[config.mk]
export PLATFORM = sky130hd
export DESIGN_NAME = prt_slot_mem
export DESIGN_NICKNAME = d
export VERILOG_FILES = /design/src/rtl/core/prt_pkg.sv /design/src/rtl/core/prt_slot_mem.sv
export SDC_FILE = /design/constraint.sdc
export NUM_CORES = 1
export LEC_CHECK = 0
export BUFFER_PORTS_ARGS = -buffer_cell sky130_fd_sc_hd__buf_2
export CAP_MARGIN = 20
export CORE_MARGIN = 2
export CORE_UTILIZATION = 30
export CTS_CLUSTER_DIAMETER = 40
export DETAILED_ROUTE_END_ITERATION = 6
export PLACE_DENSITY = 0.53
export SYNTH_ARGS = -nofsm -noshare
export SYNTH_HDL_FRONTEND = slang
export SYNTH_SLANG_ARGS = --single-unit
[constraint.sdc]
create_clock -name i_clk -period 8.1 [get_ports i_clk]
set_input_delay 0.81 -clock i_clk [delete_from_list [all_inputs] [get_ports i_clk]]
set_output_delay 0.81 -clock i_clk [all_outputs]
set_load 0.01 [all_outputs]
[src/rtl/core/prt_pkg.sv]
// ----------------------------------------------------------------------------
// Process region table package
// Shared constants, request codes and record types.
// ----------------------------------------------------------------------------
package prt_pkg;

    localparam int PROCESS_SLOTS       = 16;
    localparam int REGIONS_PER_PROCESS = 8;

    localparam logic [31:0] AUTO_BASE_RST   = 32'h7000_0000;
    localparam logic [31:0] AUTO_STRIDE_RST = 32'h0001_0000;

    localparam int KIND_W       = 2;
    localparam int PID_W        = 32;
    localparam int ADDR_W       = 64;
    localparam int ATTR_W       = 8;
    localparam int FOUND_SLOT_W = 3;
    localparam int CFG_IDX_W    = 1;
    localparam int CFG_DATA_W   = 32;
    localparam int IN_TDATA_W   = 176;
    localparam int OUT_TDATA_W  = 216;

    localparam logic [KIND_W-1:0] KIND_MAP    = 2'd0;
    localparam logic [KIND_W-1:0] KIND_UNMAP  = 2'd1;
    localparam logic [KIND_W-1:0] KIND_FIND   = 2'd2;
    localparam logic [KIND_W-1:0] KIND_CREATE = 2'd3;

    localparam logic [CFG_IDX_W-1:0] CFG_AUTO_BASE   = 1'b0;
    localparam logic [CFG_IDX_W-1:0] CFG_AUTO_STRIDE = 1'b1;

    localparam logic STATUS_OK   = 1'b0;
    localparam logic STATUS_FAIL = 1'b1;

    typedef struct packed {
        logic [ADDR_W-1:0] start_addr;
        logic [ADDR_W-1:0] end_addr;
        logic [ATTR_W-1:0] prot;
        logic [ATTR_W-1:0] flags;
    } t_region;

    typedef struct packed {
        logic                    status;
        logic [ADDR_W-1:0]       mapped;
        logic [FOUND_SLOT_W-1:0] slot;
        t_region                 region;
    } t_result;

endpackage

[src/rtl/core/prt_slot_mem.sv]
// ----------------------------------------------------------------------------
// Process slot memory
// Owner id and region count per process slot; one read, one write port.
// ----------------------------------------------------------------------------
module prt_slot_mem #(
    parameter int SLOTS   = prt_pkg::PROCESS_SLOTS,
    parameter int COUNT_W = $clog2(prt_pkg::REGIONS_PER_PROCESS + 1),
    localparam int SW     = (SLOTS > 1) ? $clog2(SLOTS) : 1
) (
    input  logic                       i_clk,
    input  logic                       i_rst_n,
    input  logic                       i_rd_en,
    input  logic [SW-1:0]              i_rd_idx,
    output logic [prt_pkg::PID_W-1:0]  o_rd_owner,
    output logic [COUNT_W-1:0]         o_rd_count,
    input  logic                       i_wr_en,
    input  logic [SW-1:0]              i_wr_idx,
    input  logic [prt_pkg::PID_W-1:0]  i_wr_owner,
    input  logic [COUNT_W-1:0]         i_wr_count
);
    logic [prt_pkg::PID_W-1:0] mem_owner [SLOTS];
    logic [COUNT_W-1:0]        mem_count [SLOTS];
    logic [SLOTS-1:0]          r_used;
    logic                      r_rd_used;
    logic [prt_pkg::PID_W-1:0] r_rd_owner;
    logic [COUNT_W-1:0]        r_rd_count;

    always_ff @(posedge i_clk) begin
        if (i_wr_en) begin
            mem_owner[i_wr_idx] <= i_wr_owner;
            mem_count[i_wr_idx] <= i_wr_count;
        end
        if (i_rd_en) begin
            r_rd_owner <= mem_owner[i_rd_idx];
            r_rd_count <= mem_count[i_rd_idx];
        end
    end

    // unwritten slots read as free with no regions
    always_ff @(posedge i_clk) begin
        if (!i_rst_n) begin
            r_used    <= '0;
            r_rd_used <= 1'b0;
        end else begin
            if (i_wr_en) begin
                r_used[i_wr_idx] <= 1'b1;
            end
            if (i_rd_en) begin
                r_rd_used <= r_used[i_rd_idx];
            end
        end
    end

    assign o_rd_owner = r_rd_used ? r_rd_owner : '0;
    assign o_rd_count = r_rd_used ? r_rd_count : '0;

endmodule

# After elaboration in Yosys (flattened, before gate mapping)
# Memory sizes are Yosys's and may differ from the RTL's. A register that Yosys moved wholly into a read port is not among the register bits.
# Index checks and enable logic that the tools add are counted.
# totals
register_bits	17
elab_cells	17
n_memories	2
output_inout_bits	36
romBits	0
latchBits	0
ramBits	576
inputBits	48
# op_classes
eq_ne	0
add_sub_neg	0
bitwise_logic	1
muxes	8
mul	0
n_div	0
reduce_logical	1
shifts	0
magnitude_cmp	3
# mem_list
memory	depth	width	read_ports	rd_ports_with_merged_regs	write_ports	line_no	source
mem_owner	16	32	1	1	1	prt_slot_mem.sv:21	logic [prt_pkg::PID_W-1:0] mem_owner [SLOTS];
mem_count	16	4	1	1	1	prt_slot_mem.sv:22	logic [COUNT_W-1:0] mem_count [SLOTS];
# ops
operator	count
32-bit two-way mux	1
16-bit OR	1
4-bit by 5-bit less-than comparator with 1-bit output (second input constant)	2
1-bit binary-select mux with 4-bit select	1
1-bit demux with 4-bit select	1
4-bit by 1-bit >= comparator with 1-bit output (second input constant)	1
1-bit two-way mux	4
4-bit two-way mux	1
1-bit logical AND	1

# Longest topological paths before layout
# Gate-level depths: netlist of run 1.
# depth
depth_word	5
mapped_depth	7
ltp_nobuf	4

# Least setup slack after synthesis of run 1
# Ideal clock, no wire load.
# synth_timing
path_type	input -> register
start	input i_wr_idx[0]
end	memory mem_count[0][0] in the netlist's numbering (enable)
t_required_ps	7623
setup_ps	477
stages	2
n_path_buf	0
arrival_ps	3848
setup_slack_ps	3775
cell_sequence	or3b_2 > nor3_1
# synth_lines
item	line_no	source
from (decl)	prt_slot_mem.sv:17	input logic [SW-1:0] i_wr_idx,
to (decl)	prt_slot_mem.sv:22	
# Straight into the memory's write port.

==> impl_metrics.ini, run 1 <==
[timing]
fmax_mhz = 327
layout_min_cycle_time_ns = 3.05
setup_viol = 0
drv_slew = 0
rsz0062_at_grt = no
finalClockSkew_ns = 0.0172
worst_pin_slew_ns = 0.986
hold_viol_final = 0
slew_headroom_pct = 34.2
finalCritPeriodShare_pct = 37.7
setup_tns_ns = 0

[hold_path]
min_path_type = flip-flop to flip-flop

[routing]
via_count = 10500
vias_per_cell = 4.73
drt.antenna.violating_nets = 0
wl_um = 54000
post_drt_wl_per_cell_um = 24.3
drtIter0Drc = 940
drc = 0
dr.pass1.iters = 5

[global_route]
overflow = 0
met2_usage_pct = 21.2
grt_pass1_wl_um = 78900
track_usage_pct = 13.4
gr-usage-met3_pct = 3.59
busiest_layer = met2
antenna_found_initial = 7
grt_max_degree = 84
grt_util_met1_pct = 18.3
grt_pass1_vias = 11300

[clocking]
ctsResizeCount = 0
cts_sinks = 629
hold_buffers = 0
cts_tree = yes
clkLatencyLatePin_ns = 0.62
h-tree-depth = 3
post_cts_buffers = 0
clk_pin_slew_ns = 0.05
numCtsBuffers = 90
root_buffer = clkbuf_16
max-clock-path-buffers = 3

[critical_path]
crit_arrival_ns = 3.40
critical_path.max_stage_delay_ns = 0.84
slowest_stage = buf_4
end_kind = flip-flop
crit_path_start_kind = primary input
required_ns = 8.45
worstSetupPathType = primary input to flip-flop
crit_fanout = 63
worstPathCellList = buf_8 > buf_4 > mux4_1 > mux4_2

[cells_and_area]
layout_common_cells = edfxtp_1 (612), mux4_2 (164), clkbuf_16 (92), buf_2 (80), and2_1 (36)
fill_cells = 7109
fin_cells = 2224
final_core_util_pct = 36.3
seqCellArea_um2 = 18700
final_common_cell = edfxtp_1
final_nets = 1147
syn_to_final_growth_pct = 20.1
drive_above_1_share_pct = 37.3
multi_input_area_um2 = 4840

[floorplanning]
die_y_um = 286
start_util_pct = 30.2
die_w_um = 286
die_area_um2 = 81500
row_count = 103
io_pins = 84
coreArea_um2 = 78700

[synthesis]
yosys_warnings = 0
synth_cell_types = 24
synth_nets = 996
synth.area.top_cells = edfxtp_1 (77%), mux4_2 (16%), mux4_1 (2.0%)
syn_area_per_cell_um2 = 25.1
syn_area_um2 = 23800
synth_seq_cells = 629
ys_seq_area_share_pct = 78.7
synthCells = 948
synth_largest_area_cell = edfxtp_1
synth_top_area_share_pct = 77.3

[outcome]
status = finished clean

[place]
portBuffers = 83
routabilityCongestion = 0.672
dp.cells = 2057
hpwl_um = 24800

[pwr]
leakage_nw = 9.14
ir_drop_mv = 0.141
power.density_nw_per_um2 = 277

[job]
max-cap-violations = 0
-- final cells by class --
cell class,count,share of cell area [%]
multi-input combinational,271,16.9
antenna,1,0.00876
clock buffer,100,8.17
inverter,1,0.0131
tap,1050,4.60
sequential,629,65.5
clock inverter,66,2.62
timing repair buffer,106,2.12
-- routing by layer --
layer	vias up	wire length, um
li1	4437	-
met1	5695	24100
met2	288	25700
met3	85	3280
met4	8	899
met5	-	55
-- path summary, 6_finish.rpt --
| check | to | slack, ns | from | depth (start not counted) |
|---|---|---|---|---|
| setup / recovery | r_rd_count[0] | 5.05 | i_rd_idx[0] | 4 |
| hold / removal | r_used[10] | 0.46 | r_used[10] | 1 |
| setup reg to reg | r_rd_owner[8] | 6.45 | mem_owner[3][8] | 2 |
| hold reg to reg | r_used[10] | 0.46 | r_used[10] | 1 |
-- registers in the layout, summed over array words and instances, names as in the netlist --
signal and cells:
r_rd_count 4, mem_owner 512, r_rd_owner 32, mem_count 64, r_rd_used 1, r_used 16
-- stage by stage --
step / cell area (um^2) / total power, W / worst slack [ns] / hold WS (ns)
2_1_floorplan: 23800 / 0.00393 / 3.78 / 0.435
3_3_place_gp: 25500 / 0.00405 / 4.33 / 0.442
3_5_place_dp: 25500 / 0.00406 / 4.34 / 0.452
4_1_cts: 28600 / 0.00801 / 5.00 / 0.464
5_1_grt: 28600 / 0.00817 / 4.82 / 0.479
6_report: 28600 / 0.00792 / 5.05 / 0.463
-- synth_stat cells --
library cell	instances
a221oi_1	2
a32oi_1	1
and2_1	36
buf_1	5
buf_12	4
buf_2	4
buf_6	12
clkbuf_1	22
dfxtp_1	17
edfxtp_1	612
inv_1	1
mux2i_1	4
mux4_1	18
mux4_2	164
nand2_1	2
nand2b_1	2
nand3_1	2
nand3b_1	3
nor2_1	14
nor2b_1	1
nor3_1	4
o211ai_1	1
o21a_1	16
or3b_2	1
-- report_power, final --
| part | switching [W] | internal [W] |
|---|---|---|
| Combinational | 0.000173 | 0.000135 |
| Clock | 0.00147 | 0.00246 |
| Sequential | 0.0000200 | 0.00366 |
-- cell families after synthesis --
family / share of synthesized area, %
compound gates: 0.647
buf+inv: 1.43
flops: 78.7
mux: 17.7
simple gates: 1.54
-- worst max-delay path, delay by kind of cell --
family / cells / cell delay [ns]
buffers and inverters: 2 / 1.37
muxes: 2 / 1.10
Power figures use the tool's default switching activity.
==> run 2, diff against run 1 <==
Clock period 8.1 ns to 3 ns, I/O delays scaled along.
==> impl_metrics.ini, run 2 (same netlist as run 1, synthesis figures left out) <==
[timing]
drv_slew = 0
finalCritPeriodShare_pct = 76.8
slew_headroom_pct = 51.0
rsz0062_at_grt = no
fmax_mhz = 434
setup_tns_ns = 0
finalClockSkew_ns = 0.0256
setup_viol = 0
hold_viol_final = 0
worst_pin_slew_ns = 0.736
layout_min_cycle_time_ns = 2.30

[clocking]
clk_pin_slew_ns = 0.06
hold_buffers = 0
max-clock-path-buffers = 3
clkLatencyLatePin_ns = 0.62
post_cts_buffers = 0
cts_tree = yes
cts_sinks = 629
root_buffer = clkbuf_16
numCtsBuffers = 77
ctsResizeCount = 0
h-tree-depth = 3

[place]
dp.cells = 2078
routabilityCongestion = 0.682
hpwl_um = 28200
portBuffers = 83

[routing]
drt.antenna.violating_nets = 0
via_count = 10600
post_drt_wl_per_cell_um = 24.7
drc = 0
vias_per_cell = 4.75
drtIter0Drc = 834
wl_um = 54800
dr.pass1.iters = 5

[hold_path]
hold_depth = 1
min_path_type = primary input to flip-flop
whs_endpoint = mem_owner[13][1]
min_from = i_wr_owner[1]

[floorplanning]
io_pins = 84
die_w_um = 286
row_count = 103
die_area_um2 = 81500
coreArea_um2 = 78700
die_y_um = 286
start_util_pct = 30.2

[critical_path]
path_buf_inv = 2
critical_path.max_stage_delay_ns = 0.70
end_kind = output pin
worstSetupPathType = flip-flop to output pin
reg2reg_to = r_rd_owner[19]
r2r_start = mem_owner[14][19]
worstPathCellList = buf_4 > and2_1 > buf_2
crit_path_start_kind = flip-flop
required_ns = 2.70
slowest_stage = dfxtp_2
crit_arrival_ns = 2.00
ff2ff_setup_slack_ns = 1.35
crit_fanout = 18
crit_family = flip-flops
r2r_cells = 2

[cells_and_area]
drive_above_1_share_pct = 36.9
syn_to_final_growth_pct = 19.2
final_nets = 1155
final_common_cell = edfxtp_1
antenna_cells = 0
fin_cells = 2220
regMostFlops = mem_owner
top_regs = mem_owner x512, mem_count x64, r_rd_owner x32
layout_common_cells = edfxtp_1 (612), mux4_2 (164), buf_2 (80), clkbuf_16 (79), and2_1 (36)
largest_reg_flops = 512

[outcome]
status = finished clean

[pwr]
power.density_nw_per_um2 = 696
leakage_nw = 9.03
ir_drop_mv = 0.350

[global_route]
grt_pass1_wl_um = 79300
grt_max_degree = 60
antenna_found_initial = 7
overflow = 0
track_usage_pct = 13.6
grt_pass1_vias = 11300

[job]
max-cap-violations = 0
## run 2: cell count changes in the layout (fill, tap and decap cells not counted), sizes merged
cell	change
bufinv	-7
buf	+21
clkinv	-1
clkbuf	-10
clkinvlp	-1
diode	-1
inv	-5
## run 2: worst max-delay path by stage
stage                      from               to  slack (ns)  depth (start not counted)
floorplan           i_wr_idx[0]  mem_count[4][0]        0.17                          2
CTS                   r_rd_used    o_rd_count[0]        0.57                          3
global route          r_rd_used    o_rd_count[0]        0.56                          3
finish                r_rd_used    o_rd_count[0]        0.70                          3
global placement    i_rd_idx[0]   r_rd_owner[17]        0.63                          4
detailed placement  i_rd_idx[0]   r_rd_owner[17]        0.63                          4
## run 2: area by class of cell
type | count | area [um^2]
fillers | 7122 | 50400
flip-flops and latches | 629 | 18700
multi-input cells | 271 | 4860
clock buffers | 90 | 2020
well taps | 1050 | 1310
repair buffers | 127 | 990
clock inverters | 52 | 457
inverters | 1 | 3.75
## run 2: metrics by stage
stage          worst slack (ns)  area (um^2)  total power (W)  hold WS [ns]  util, %
6_report                  0.695        28400           0.0197        0.0662     36.0
5_1_grt                   0.562        28400           0.0204        0.0584     36.0
4_1_cts                   0.571        28400           0.0200        0.0331     36.0
3_5_place_dp              0.628        25900           0.0110         0.451     32.9
3_3_place_gp              0.627        25900           0.0110         0.442     32.9
2_1_floorplan             0.170        23800           0.0106         0.399        -
## run 2: power breakdown
group / total (W) / internal, W / switching, W
Clock: 0.00893 / 0.00525 / 0.00368
Sequential: 0.00993 / 0.00987 / 0.0000599
Combinational: 0.000871 / 0.000396 / 0.000475
## run 2: routing by layer
metal / track usage [%] / up-vias / wire, um
met1: 18.5 / 5755 / 24000
li1: - / 4443 / -
met4: 4.14 / 6 / 991
met5: 0 / - / 41
met3: 2.85 / 70 / 3130
met2: 21.9 / 277 / 26700
